[config.mk]
export PLATFORM = sky130hd
export DESIGN_NAME = md5_message_digest_flat
export DESIGN_NICKNAME = d
export VERILOG_FILES = /design/src/md5_pkg.sv /design/src/md5_stream_if.sv /design/src/md5_ctrl.sv /design/src/md5_datapath.sv /design/src/md5_message_digest.sv /design/src/flat_wrapper.sv
export VERILOG_INCLUDE_DIRS = /design/src /design/src/src
export SDC_FILE = /design/constraint.sdc
export NUM_CORES = 2
export LEC_CHECK = 0
export BUFFER_PORTS_ARGS = -buffer_cell sky130_fd_sc_hd__clkbuf_2
export CAP_MARGIN = 15
export CORE_ASPECT_RATIO = 0.6
export CORE_MARGIN = 1.5
export CORE_UTILIZATION = 35
export CTS_BUF_LIST = sky130_fd_sc_hd__clkbuf_16
export DETAILED_ROUTE_END_ITERATION = 16
export PLACE_DENSITY_LB_ADDON = 0.3
export SYNTH_ARGS = -nofsm -noshare
export SYNTH_HDL_FRONTEND = slang
export SYNTH_HIERARCHICAL = 1
export SYNTH_SLANG_ARGS = --single-unit
[constraint.sdc]
create_clock -name i_clk -period 13.1 [get_ports i_clk]
set_input_delay 3.275 -clock i_clk [delete_from_list [all_inputs] [get_ports i_clk]]
set_output_delay 3.275 -clock i_clk [all_outputs]
set_load 0.03 [all_outputs]
[src/md5_message_digest_defines.svh]
// Assertion macros shared by the md5 digest modules.
`ifndef MD5_MESSAGE_DIGEST_DEFINES_SVH
`define MD5_MESSAGE_DIGEST_DEFINES_SVH
// Implication check on the design clock, muted while reset is held.
`define MD5_ASSERT_IMP(lbl, clk, rst_n, pre, post) \
    lbl: assert property (@(posedge clk) disable iff (!rst_n) (pre) |-> (post)) \
        else $error("md5 check failed");
// Next-cycle implication check.
`define MD5_ASSERT_NXT(lbl, clk, rst_n, pre, post) \
    lbl: assert property (@(posedge clk) disable iff (!rst_n) (pre) |=> (post)) \
        else $error("md5 check failed");
`endif

[src/md5_pkg.sv]
// Package: types, constants and round tables for the md5 digest block.
`timescale 1ns / 1ps
`default_nettype none
package md5_pkg;
    localparam logic [31:0] INIT_A = 32'h67452301;
    localparam logic [31:0] INIT_B = 32'hefcdab89;
    localparam logic [31:0] INIT_C = 32'h98badcfe;
    localparam logic [31:0] INIT_D = 32'h10325476;
    localparam logic [7:0]  PAD_BYTE = 8'h80;

    typedef enum logic [2:0] {
        ST_IDLE,
        ST_ROUND,
        ST_PAD,
        ST_OUT_LO,
        ST_OUT_HI
    } t_state;

    // controller -> datapath
    typedef struct packed {
        logic       take_byte;   // write data byte into block, advance count
        logic       pad_start;   // begin padding: mark pad byte at fill position
        logic       pad_fill;    // write padding/length byte at fill position
        logic       round_start;
        logic       round_step;
        logic       chain_init;
    } t_cmd;

    // datapath -> controller
    typedef struct packed {
        logic       block_full;  // fill position is byte 63: the next data write fills the block
        logic       round_done;
        logic       pad_last;    // current pad write is byte 63
        logic       final_blk;   // running compression is the last of the message
    } t_stat;

    function automatic logic [31:0] round_k(input logic [5:0] r);
        logic [31:0] k;
        case (r)
            6'd0: k = 32'hd76aa478;  6'd1: k = 32'he8c7b756;
            6'd2: k = 32'h242070db;  6'd3: k = 32'hc1bdceee;
            6'd4: k = 32'hf57c0faf;  6'd5: k = 32'h4787c62a;
            6'd6: k = 32'ha8304613;  6'd7: k = 32'hfd469501;
            6'd8: k = 32'h698098d8;  6'd9: k = 32'h8b44f7af;
            6'd10: k = 32'hffff5bb1; 6'd11: k = 32'h895cd7be;
            6'd12: k = 32'h6b901122; 6'd13: k = 32'hfd987193;
            6'd14: k = 32'ha679438e; 6'd15: k = 32'h49b40821;
            6'd16: k = 32'hf61e2562; 6'd17: k = 32'hc040b340;
            6'd18: k = 32'h265e5a51; 6'd19: k = 32'he9b6c7aa;
            6'd20: k = 32'hd62f105d; 6'd21: k = 32'h02441453;
            6'd22: k = 32'hd8a1e681; 6'd23: k = 32'he7d3fbc8;
            6'd24: k = 32'h21e1cde6; 6'd25: k = 32'hc33707d6;
            6'd26: k = 32'hf4d50d87; 6'd27: k = 32'h455a14ed;
            6'd28: k = 32'ha9e3e905; 6'd29: k = 32'hfcefa3f8;
            6'd30: k = 32'h676f02d9; 6'd31: k = 32'h8d2a4c8a;
            6'd32: k = 32'hfffa3942; 6'd33: k = 32'h8771f681;
            6'd34: k = 32'h6d9d6122; 6'd35: k = 32'hfde5380c;
            6'd36: k = 32'ha4beea44; 6'd37: k = 32'h4bdecfa9;
            6'd38: k = 32'hf6bb4b60; 6'd39: k = 32'hbebfbc70;
            6'd40: k = 32'h289b7ec6; 6'd41: k = 32'heaa127fa;
            6'd42: k = 32'hd4ef3085; 6'd43: k = 32'h04881d05;
            6'd44: k = 32'hd9d4d039; 6'd45: k = 32'he6db99e5;
            6'd46: k = 32'h1fa27cf8; 6'd47: k = 32'hc4ac5665;
            6'd48: k = 32'hf4292244; 6'd49: k = 32'h432aff97;
            6'd50: k = 32'hab9423a7; 6'd51: k = 32'hfc93a039;
            6'd52: k = 32'h655b59c3; 6'd53: k = 32'h8f0ccc92;
            6'd54: k = 32'hffeff47d; 6'd55: k = 32'h85845dd1;
            6'd56: k = 32'h6fa87e4f; 6'd57: k = 32'hfe2ce6e0;
            6'd58: k = 32'ha3014314; 6'd59: k = 32'h4e0811a1;
            6'd60: k = 32'hf7537e82; 6'd61: k = 32'hbd3af235;
            6'd62: k = 32'h2ad7d2bb; 6'd63: k = 32'heb86d391;
            default: k = 32'h0;
        endcase
        return k;
    endfunction

    function automatic logic [4:0] round_s(input logic [5:0] r);
        logic [4:0] s;
        case ({r[5:4], r[1:0]})
            4'h0: s = 5'd7;  4'h1: s = 5'd12; 4'h2: s = 5'd17; 4'h3: s = 5'd22;
            4'h4: s = 5'd5;  4'h5: s = 5'd9;  4'h6: s = 5'd14; 4'h7: s = 5'd20;
            4'h8: s = 5'd4;  4'h9: s = 5'd11; 4'ha: s = 5'd16; 4'hb: s = 5'd23;
            4'hc: s = 5'd6;  4'hd: s = 5'd10; 4'he: s = 5'd15; 4'hf: s = 5'd21;
            default: s = 5'd0;
        endcase
        return s;
    endfunction

    // message word index used by round r
    function automatic logic [3:0] round_g(input logic [5:0] r);
        logic [3:0] g;
        case (r[5:4])
            2'd0: g = r[3:0];
            2'd1: g = 4'(5 * r[3:0] + 1);
            2'd2: g = 4'(3 * r[3:0] + 5);
            2'd3: g = 4'(7 * r[3:0]);
            default: g = 4'd0;
        endcase
        return g;
    endfunction
endpackage
`default_nettype wire

[src/md5_stream_if.sv]
// Valid/ready stream interface carrying one payload word.
`timescale 1ns / 1ps
`default_nettype none
interface md5_stream_if #(parameter int Width = 8);
    logic             valid;
    logic             ready;
    logic [Width-1:0] data;
    modport source (output valid, output data, input ready);
    modport sink (input valid, input data, output ready);
endinterface
`default_nettype wire

[src/md5_ctrl.sv]
// Controller state machine: byte intake, round sequencing, padding, digest output.
`timescale 1ns / 1ps
`default_nettype none
`include "md5_message_digest_defines.svh"
module md5_ctrl import md5_pkg::*; (
    input  wire   i_clk,
    input  wire   i_rst_n,
    input  wire   i_valid,
    input  wire   i_has_byte,
    input  wire   i_last_byte,
    output logic  o_ready,
    output logic  o_out_valid,
    output logic  o_out_hi,
    input  wire   i_out_ready,
    output t_cmd  o_cmd,
    input  t_stat i_stat
);
    t_state r_state, n_state;
    logic   r_padding, n_padding;   // rounds belong to the final padded blocks
    logic   acc;

    assign acc = i_valid && o_ready;

    always_ff @(posedge i_clk) begin
        if (!i_rst_n) begin
            r_state   <= ST_IDLE;
            r_padding <= 1'b0;
        end else begin
            r_state   <= n_state;
            r_padding <= n_padding;
        end
    end

    always_comb begin
        n_state   = r_state;
        n_padding = r_padding;
        case (r_state)
            ST_IDLE: begin
                if (acc) begin
                    if (i_has_byte && i_stat.block_full) begin
                        n_state   = ST_ROUND;
                        n_padding = i_last_byte;
                    end else if (i_last_byte) begin
                        n_state   = ST_PAD;
                        n_padding = 1'b1;
                    end
                end
            end
            ST_ROUND: begin
                if (i_stat.round_done) begin
                    if (!r_padding) begin
                        n_state = ST_IDLE;
                    end else if (i_stat.final_blk) begin
                        n_state = ST_OUT_LO;
                    end else begin
                        n_state = ST_PAD;
                    end
                end
            end
            ST_PAD: begin
                if (i_stat.pad_last) begin
                    n_state = ST_ROUND;
                end
            end
            ST_OUT_LO: if (i_out_ready) n_state = ST_OUT_HI;
            ST_OUT_HI: if (i_out_ready) n_state = ST_IDLE;
            default: n_state = ST_IDLE;
        endcase
    end

    // rounds start on the last pad write, so they read the completed block
    always_comb begin
        o_cmd       = '0;
        o_ready     = 1'b0;
        o_out_valid = 1'b0;
        o_out_hi    = 1'b0;
        case (r_state)
            ST_IDLE: begin
                o_ready           = 1'b1;
                o_cmd.take_byte   = acc && i_has_byte;
                o_cmd.pad_start   = acc && i_last_byte;
                o_cmd.round_start = acc && i_has_byte && i_stat.block_full;
            end
            ST_ROUND: o_cmd.round_step = 1'b1;
            ST_PAD: begin
                o_cmd.pad_fill    = 1'b1;
                o_cmd.round_start = i_stat.pad_last;
            end
            ST_OUT_LO: o_out_valid = 1'b1;
            ST_OUT_HI: begin
                o_out_valid     = 1'b1;
                o_out_hi        = 1'b1;
                o_cmd.chain_init = i_out_ready;
            end
            default: ;
        endcase
    end

    `MD5_ASSERT_IMP(a_ready_idle, i_clk, i_rst_n, o_ready, r_state == ST_IDLE)
    `MD5_ASSERT_NXT(a_hi_follows, i_clk, i_rst_n,
        (r_state == ST_OUT_LO) && i_out_ready, r_state == ST_OUT_HI)
    `MD5_ASSERT_NXT(a_out_hold, i_clk, i_rst_n, o_out_valid && !i_out_ready, o_out_valid)
endmodule
`default_nettype wire

[src/md5_datapath.sv]
// Datapath: block store, byte count, round unit and chaining words.
`timescale 1ns / 1ps
`default_nettype none
`include "md5_message_digest_defines.svh"
module md5_datapath import md5_pkg::*; (
    input  wire         i_clk,
    input  wire         i_rst_n,
    input  wire  [7:0]  i_data_byte,
    input  t_cmd        i_cmd,
    output t_stat       o_stat,
    output logic [127:0] o_digest
);
    logic [31:0] r_w [16];        // block store as little-endian message words
    logic [60:0] r_total, n_total;
    logic [31:0] r_ch [4];
    logic [31:0] r_a, r_b, r_c, r_d;
    logic [5:0]  r_rnd;
    logic [5:0]  r_ppos;          // padding write position
    logic        r_mark;          // next pad write carries the 0x80 byte
    logic        r_len_blk;       // current pad block carries the length
    logic        r_fin;           // last compression of the message is running
    logic [63:0] bits;
    logic [7:0]  pad_val;
    logic [5:0]  pos;
    logic [31:0] w_g, f, t, rot;
    logic [3:0]  g;
    logic [4:0]  s;

    assign pos  = r_total[5:0];
    assign bits = {r_total, 3'b000};
    assign n_total = r_total + 61'd1;

    assign o_stat.block_full = (pos == 6'd63);
    assign o_stat.round_done = (r_rnd == 6'd63);
    assign o_stat.pad_last   = (r_ppos == 6'd63);
    assign o_stat.final_blk  = r_fin;
    assign o_digest = {r_ch[3], r_ch[2], r_ch[1], r_ch[0]};

    // length bytes only in a block whose pad byte left room (pos < 56), or in the zero block after one
    always_comb begin
        if (r_mark) begin
            pad_val = PAD_BYTE;
        end else if (r_len_blk && r_ppos >= 6'd56) begin
            pad_val = bits[8*(r_ppos[2:0]) +: 8];
        end else begin
            pad_val = 8'h00;
        end
    end

    assign g   = round_g(r_rnd);
    assign s   = round_s(r_rnd);
    assign w_g = r_w[g];
    always_comb begin
        case (r_rnd[5:4])
            2'd0: f = (r_b & r_c) | (~r_b & r_d);
            2'd1: f = (r_b & r_d) | (r_c & ~r_d);
            2'd2: f = r_b ^ r_c ^ r_d;
            default: f = r_c ^ (r_b | ~r_d);
        endcase
    end
    assign t   = r_a + f + w_g + round_k(r_rnd);
    assign rot = (t << s) | (t >> (6'd32 - {1'b0, s}));

    always_ff @(posedge i_clk) begin
        if (i_cmd.take_byte) r_w[pos[5:2]][{pos[1:0], 3'b000} +: 8] <= i_data_byte;
        if (i_cmd.pad_start) begin
            r_ppos <= i_cmd.take_byte ? n_total[5:0] : pos;
            r_mark <= 1'b1;
        end else if (i_cmd.pad_fill) begin
            r_w[r_ppos[5:2]][{r_ppos[1:0], 3'b000} +: 8] <= pad_val;
            r_ppos <= r_ppos + 6'd1;
            r_mark <= 1'b0;
        end
        if (i_cmd.round_start) begin
            r_a <= r_ch[0]; r_b <= r_ch[1]; r_c <= r_ch[2]; r_d <= r_ch[3];
        end else if (i_cmd.round_step) begin
            r_a <= r_d; r_d <= r_c; r_c <= r_b; r_b <= rot + r_b;
        end
    end

    always_ff @(posedge i_clk) begin
        if (!i_rst_n) begin
            r_total   <= '0;
            r_rnd     <= '0;
            r_len_blk <= 1'b0;
            r_fin     <= 1'b0;
            r_ch[0] <= INIT_A; r_ch[1] <= INIT_B; r_ch[2] <= INIT_C; r_ch[3] <= INIT_D;
        end else begin
            if (i_cmd.take_byte) r_total <= n_total;
            if (i_cmd.pad_start) begin
                r_len_blk <= ((i_cmd.take_byte ? n_total[5:0] : pos) < 6'd56);
                r_fin     <= 1'b0;
            end
            if (i_cmd.pad_fill && o_stat.pad_last) r_fin <= r_len_blk;
            if (i_cmd.round_step) begin
                r_rnd <= r_rnd + 6'd1;
                if (o_stat.round_done) begin
                    r_ch[0] <= r_ch[0] + r_d;
                    r_ch[1] <= r_ch[1] + rot + r_b;
                    r_ch[2] <= r_ch[2] + r_b;
                    r_ch[3] <= r_ch[3] + r_c;
                    // a pad block without length is followed by a zero block
                    if (!r_fin && r_len_blk == 1'b0) r_len_blk <= 1'b1;
                end
            end
            if (i_cmd.chain_init) begin
                r_ch[0] <= INIT_A; r_ch[1] <= INIT_B;
                r_ch[2] <= INIT_C; r_ch[3] <= INIT_D;
                r_total <= '0;
                r_fin   <= 1'b0;
            end
        end
    end

    `MD5_ASSERT_NXT(a_rnd_wrap, i_clk, i_rst_n,
        i_cmd.round_step && o_stat.round_done, r_rnd == 6'd0)
endmodule
`default_nettype wire

[src/md5_message_digest.sv]
// MD5 digest over a byte stream: top level with stream ports.
// A byte that does not fill the block is taken alone; a byte that fills it starts the 64 rounds.
// Last word: pad sweep to byte 63 plus 64 rounds; a length that does not fit adds 64 more
// rounds and a full sweep, a filled block adds 64 more rounds; then 2 digest words.
// Sequential: input is held off during rounds, padding and output; one round per cycle.
// Synchronous active-low reset loads the initial chain words and clears the count.
`timescale 1ns / 1ps
`default_nettype none
module md5_message_digest import md5_pkg::*; (
    input wire i_clk,
    input wire i_rst_n,
    md5_stream_if.sink   i_in,
    md5_stream_if.source o_out
);
    t_cmd  cmd;
    t_stat stat;
    logic  ctl_ready, out_valid, out_hi;
    logic [127:0] dig;

    md5_ctrl u_ctrl (
        .i_clk(i_clk), .i_rst_n(i_rst_n),
        .i_valid(i_in.valid), .i_has_byte(i_in.data[8]), .i_last_byte(i_in.data[9]),
        .o_ready(ctl_ready), .o_out_valid(out_valid), .o_out_hi(out_hi),
        .i_out_ready(o_out.ready), .o_cmd(cmd), .i_stat(stat)
    );

    md5_datapath u_dp (
        .i_clk(i_clk), .i_rst_n(i_rst_n), .i_data_byte(i_in.data[7:0]),
        .i_cmd(cmd), .o_stat(stat), .o_digest(dig)
    );

    assign i_in.ready  = ctl_ready;
    assign o_out.valid = out_valid;
    assign o_out.data  = {out_hi, out_hi ? dig[127:64] : dig[63:0]};
endmodule
`default_nettype wire

[src/flat_wrapper.sv]
// flat-port wrapper written by rule: the top's interface ports become plain ports
module md5_message_digest_flat import md5_pkg::*;
  (i_clk, i_rst_n, i_in_valid, i_in_data, i_in_ready, o_out_valid, o_out_data, o_out_ready);
  md5_stream_if #(.Width(10)) i_in_i ();
  md5_stream_if #(.Width(65)) o_out_i ();
  input wire i_clk;
  input wire i_rst_n;
  input wire logic [$bits(i_in_i.valid)-1:0] i_in_valid;
  input wire logic [$bits(i_in_i.data)-1:0] i_in_data;
  output wire logic [$bits(i_in_i.ready)-1:0] i_in_ready;
  output wire logic [$bits(o_out_i.valid)-1:0] o_out_valid;
  output wire logic [$bits(o_out_i.data)-1:0] o_out_data;
  input wire logic [$bits(o_out_i.ready)-1:0] o_out_ready;
  assign i_in_i.valid = i_in_valid;
  assign i_in_i.data = i_in_data;
  assign i_in_ready = i_in_i.ready;
  assign o_out_valid = o_out_i.valid;
  assign o_out_data = o_out_i.data;
  assign o_out_i.ready = o_out_ready;
  md5_message_digest u_core (.i_clk(i_clk), .i_rst_n(i_rst_n), .i_in(i_in_i), .o_out(o_out_i));
endmodule
# Word-level counts from Yosys, hierarchy flattened
# Memories as Yosys holds them, arrays and structs flattened. A register that Yosys moved wholly into a read port is not among the register bits.
# Cells that the tools add are included.
[word_totals]
inputBits = 14
rom_bits = 2128
reg_bits = 208
ramBits = 640
out_inout_bits = 67
elab_cells = 174
n_memories = 4
[memory_table]
columns = ["name", "words", "word_bits", "read_ports", "rd_clocked_by_memory_dff", "write_ports", "line", "text"]
rows = [
  ["(name not given)", 64, 32, 1, 1, 0, "md5_pkg.sv:39", "case (r)"],
  ["u_core.u_dp.r_w", 16, 32, 1, 0, 1, "md5_datapath.sv:13", "logic [31:0] r_w [16];"],
  ["u_core.u_dp.r_ch", 4, 32, 4, 0, 4, "md5_datapath.sv:15", "logic [31:0] r_ch [4];"],
  ["(name not given)", 16, 5, 1, 1, 0, "md5_pkg.sv:79", "case ({r[5:4], r[1:0]})"],
]
[op_classes]
magnitude_cmp = 2
eq_ne = 16
shift = 7
bitwise_logic = 23
reduce_logical = 20
n_mul = 3
addsub = 17
mux = 70
[op_table]
columns = ["op", "count"]
rows = [
  ["32-bit 2-to-1 mux", 20],
  ["32-bit adder", 9],
  ["32-bit AND", 4],
  ["32-bit bitwise OR", 4],
  ["32-bit case mux with 3 select lines", 1],
  ["32-bit bitwise XOR", 3],
  ["64-bit 2-to-1 mux", 1],
  ["32-bit NOT", 2],
  ["8-bit by 7-bit variable shift with 32-bit output (first input constant)", 2],
  ["64-bit by 7-bit indexed part select with 8-bit output", 1],
  ["8-bit by 7-bit indexed part select with 32-bit output", 2],
  ["61-bit by 1-bit adder with 61-bit output (second input constant)", 1],
  ["32-bit OR reduction", 1],
  ["32-bit by 5-bit << shifter with 32-bit output", 1],
  ["32-bit by 6-bit >> shifter with 32-bit output", 1],
  ["6-bit 2-to-1 mux", 5],
  ["1-bit 2-to-1 mux", 26],
  ["3-bit 2-to-1 mux", 7],
  ["6-bit equality test (second input constant)", 3],
  ["8-bit 2-to-1 mux", 2],
  ["4-bit case mux with 4 select lines", 1],
  ["3-bit case mux with 5 select lines", 1],
  ["5-bit negator with 7-bit output", 2],
  ["6-bit by 1-bit adder with 6-bit output (second input constant)", 2],
  ["28 further kinds", 56],
]

# Logic depth before layout (Yosys ltp)
[logic_depth]
depth_word = 13
ltp_mapped = 51
ltp_nobuf = 49

# Modules after synthesis
# Netlist, hierarchy kept.
[by_module_without_submodules]
columns = ["mod", "area_each_um2", "seq_area_each_um2", "n_inst", "cells_per_inst"]
rows = [
  ["md5_datapath", 56888.3, 24743.7, 1, 5753],
  ["md5_message_digest", 1084.8, 0.0, 1, 72],
  ["md5_ctrl", 345.3, 80.1, 1, 46],
]

# Worst setup path before layout
# Ideal clock, no wire load.
[synth_path]
path_kind = "register -> register"
startpoint = "reg u_core.u_dp.r_rnd[1]"
endpoint = "mem u_core.u_dp.r_ch[1][31] (data pin)"
path_buffers = 4
setup_time_ps = 266
arrival_time_ps = 10342
synth_period_minus_slack_ps = 10607
slack_ps = 2493
stages_incl_launch_ff = 50
required_time_ps = 12834
path_cell_list = "dfxtp_1 -> inv_1 -> ha_1 -> fa_1 -> a211oi_1 -> a21o_1 -> buf_2 -> clkbuf_1 -> clkbuf_1 -> clkbuf_1 -> nand2_1 -> a31oi_1 -> fa_1 -> inv_1 -> fa_1 -> inv_1 -> ha_1 -> inv_1 -> [... 14 more ...] -> fa_1 -> inv_1 -> ha_1 -> fa_1 -> and2_1 -> nor3_1 -> o21ai_0 -> a2111oi_0 -> o41ai_1 -> and2_1 -> a211o_1 -> nand2_1 -> o21ai_1 -> o21ai_0 -> nand2b_1 -> a21oi_1 -> xnor3_1 -> nand2_1"
[synth_rtl]
columns = ["item", "line", "text"]
rows = [
  ["from (decl)", "md5_datapath.sv:17", "logic [5:0] r_rnd;"],
  ["from (signal assigned)", "md5_datapath.sv:96", "r_rnd <= r_rnd + 6'd1;"],
  ["to (decl)", "md5_datapath.sv:15", ""],
]

==> key figures <==
GRT
  – Vias in the first global route: between 40000 and 50000
  – Largest net degree at the start of global routing: 84
  – Gr ovfl total: 0
  – All-Layer GR Usage: about a quarter
  – First-pass GRT wire length: 312000 um
  – Initial antenna violation count: 9

Min path
  – Worst hold path type: flop to flop
  – Hold path startpoint: u_core/u_dp/r_ch[3][23]
  – Hold Path Depth: 2
  – WHS Endpoint: u_core/u_dp/r_ch[3][23]

Logic synthesis
  – Syn_area_per_cell: between 9 and 10 sq um
  – Mapped Nets: around 6200
  – Dominant synthesized flop cell: edfxtp_1
  – Post-synthesis sequential area ratio: a little over two fifths
  – Synthesized flop and latch total: between 800 and 900
  – Post-synthesis compound-gate area fraction: ~15%
  – Async set-reset flop share out of synthesis: 0%
  – XOR/XNOR share of the synthesized area: under 10%
  – Mux cell area share after synthesis: a little under an eighth
  – Synth Instances: just under 6000
  – Cell variety after synth: a little over 100
  – Post-synthesis adder-cell area fraction: between 8 and 9%
  – Main combinational cell family by area after synthesis: compound AO/OA/AOI/OAI gates
  – Post-Synth Simple-Gate Area: between 10% and 20%
  – Synth Warn #: 6
  – Cell area after synthesis: roughly 0.058 sq mm
  – Post-synth EDFFs: between 700 and 800

Clock tree
  – Post-CTS Hold Buffers: 0
  – CTS tree: done
  – CTS clk-pin slew, worst paths: 0.06 ns
  – Clk Latency, worst-skew pair: ~0.74 ns
  – Max clock buf depth: 3
  – CTS Buf Count: between 80 and 90
  – Root Buffer: clkbuf_16
  – Htree depth: 3
  – CTS sink count: 885

Placement
  – Port bufs: 80
  – Post-DP HPWL: 161000 um
  – Final Wtd Congestion: approximately 1

Worst setup path
  – Bufs and invs on worst path: 3
  – Worst Reg-to-Reg Cells: 43
  – Critical path data arrival time: 12.79 ns
  – Max incr delay on CP: roughly 0.6 ns
  – Max FO, Critical Path: between 40 and 50
  – Reg2reg end: u_core/u_dp/r_ch[1][31]
  – Worst R2R Setup Slack: between 0.7 and 0.8 ns
  – Crit start category: flop
  – Delay-heaviest family, CP: compound AO/OA/AOI/OAI gates
  – Critical path data required time: 13.50 ns
  – CP Class: flop to flop
  – Slowest cell on crit path: a31oi_1
  – Reg-to-reg startpoint: u_core/u_dp/r_rnd[0]
  – Crit. End Element: flop

Timing
  – Max_slew headroom: under 10%
  – RSZ-0062 raised after global routing: no
  – Tcrit/Tclk final: 94.6%
  – Actual slew at the worst max-slew pin: between 1 and 1.5 ns
  – Post-route minimum period: between 10 and 15 ns
  – # setup viols final: 0
  – Slew Limit Fails: 0
  – Final Hold Fails: 0
  – TNS Setup: 0 ns
  – Achievable frequency: 80.7 MHz
  – Post-Route Skew: between 0.07 and 0.08 ns

Cells and area
  – Commonest non-fill, non-tap cell in the layout: nor2_1
  – Ratio of cells with drive above 1 in the final layout: between 10% and 20%
  – Synthesis-to-layout area growth: 9.46%
  – Nets: about 6100
  – Number of fill cells: around 16000
  – Most frequent cells in the layout: nor2_1 (845), edfxtp_1 (710), nand2_1 (664)

Detailed routing
  – Vias per Instance: 5.96
  – Vias: between 40000 and 50000
  – Pre-antenna DRT Iters: 7
  – Drt drc: 0
  – Post-route ant nets: 0
  – Starting DRC count in detailed routing: 7565
  – Routed WL: between 200000 and 250000 um
  – Routed length per placed instance: between 20 and 30 um

Die
  – DIE AREA: 0.169 sq mm
  – # rows: 115
  – # IOs: 81
  – Die height: between 300 and 400 um
  – Chip Width: 530 um
  – Starting Density: 35.4%
  – CORE AREA: about 0.16 sq mm

Outcome
  – Outcome: finished, final reports clean

Job
  – Maxcap violations: 0
-- tightest hold or removal path, stage by stage, from the launching register on --
cell and delay (ns):
dfxtp_1 0.33, nand2_1 0.06, a21oi_1 0.05
-- how the worst max path moves through the flow --
stage	slack, ns	cells past startpoint	startpoint	end
3_3_place_gp	0.88	47	u_core/u_dp/r_rnd[0]	u_core/u_dp/r_ch[1][31]
3_5_place_dp	0.89	42	u_core/u_dp/r_rnd[0]	u_core/u_dp/r_b[30]
4_1_cts	0.81	45	u_core/u_dp/r_rnd[0]	u_core/u_dp/r_b[30]
5_1_grt	0.03	45	u_core/u_dp/r_rnd[0]	u_core/u_dp/r_ch[1][31]
2_1_floorplan	2.49	49	u_core/u_dp/r_rnd[1]	u_core/u_dp/r_ch[1][31]
6_report	0.71	43	u_core/u_dp/r_rnd[0]	u_core/u_dp/r_ch[1][31]
-- layer usage --
| metal | vias up | share of wire, % | track usage [%] |
|---|---|---|---|
| met3 | 256 | 15 | 10.2 |
| li1 | 21200 | - | - |
| met2 | 2921 | 36 | 30.1 |
| met4 | 6 | 1.6 | 4.23 |
| met5 | - | 0.070 | 0.965 |
| met1 | 23700 | 47 | 40.3 |
-- timing repair --
| item | in CTS | in global routing |
|---|---|---|
| endpoints found under the setup margin | 0 | 4 |
| buffers inserted | 0 | 0 |
| resized for setup | 0 | 4 |
-- sequential cells by signal, summed over array words and instances (netlist names), 3 cells and up, named ones only --
signal and flops:
u_core/u_dp/r_w 512, u_core/u_dp/r_ch 128, u_core/u_dp/r_total 61, u_core/u_dp/r_a 32, u_core/u_dp/r_b 32, u_core/u_dp/r_c 32, u_core/u_dp/r_d 32, u_core/u_dp/r_ppos 6
u_core/u_dp/r_rnd 6, u_core/u_dp/s 5, u_core/u_ctrl/r_state 3
-- final cells by class --
class | instances | area (sq um) | area share [%]
inverters | 174 | 656 | 1.03
flip-flops and latches | 885 | 24800 | 38.9
repair buffers | 152 | 1020 | 1.60
well taps | 2223 | 2780 | 4.36
clock inverters | 79 | 831 | 1.30
clock buffers | 89 | 2230 | 3.49
diodes | 6 | 15.0 | 0.0235
multi-input cells | 4455 | 31500 | 49.3
-- metrics by stage --
stage	worst slack [ns]	instance area (sq um)	utilization, %	instances	hold WS [ns]
finish	0.705	63800	38.8	8063	0.488
global route	0.0345	63800	38.8	8057	0.509
CTS	0.808	63800	38.7	8055	0.485
detailed placement	0.893	60700	36.9	7887	0.477
global placement	0.878	60700	36.9	7886	0.456
floorplan	2.49	58300	-	5871	0.444
-- cell families (layout without fill, tap and decap cells) --
kind of cell,after synthesis,in the layout
simple gates,1982,1982
compound gates,1433,1433
flops,885,885
xor+xnor,276,276
buf+inv,531,494
fa+ha+maj,325,325
other cells,0,6
mux,439,439
-- cell usage after synthesis (100+ instances only) --
library cell	number	area share (%)
mux2_2	100	1.9
a21oi_1	339	2.9
inv_1	167	1.1
nand2_1	666	4.3
ha_1	222	4.8
edfxtp_1	710	37
dfxtp_1	175	6.0
xor2_1	130	2.0
o21ai_0	423	3.6
fa_1	100	3.4
xnor2_1	141	2.1
clkbuf_1	283	1.8
mux4_2	148	5.7
nor2_1	846	5.4
nand3_1	102	0.88
a211oi_1	101	1.3
mux2i_1	130	2.2
Power is left out: the tool's default activity adds up to more than one toggle a clock period on the data nets, which glitch-free logic cannot reach.
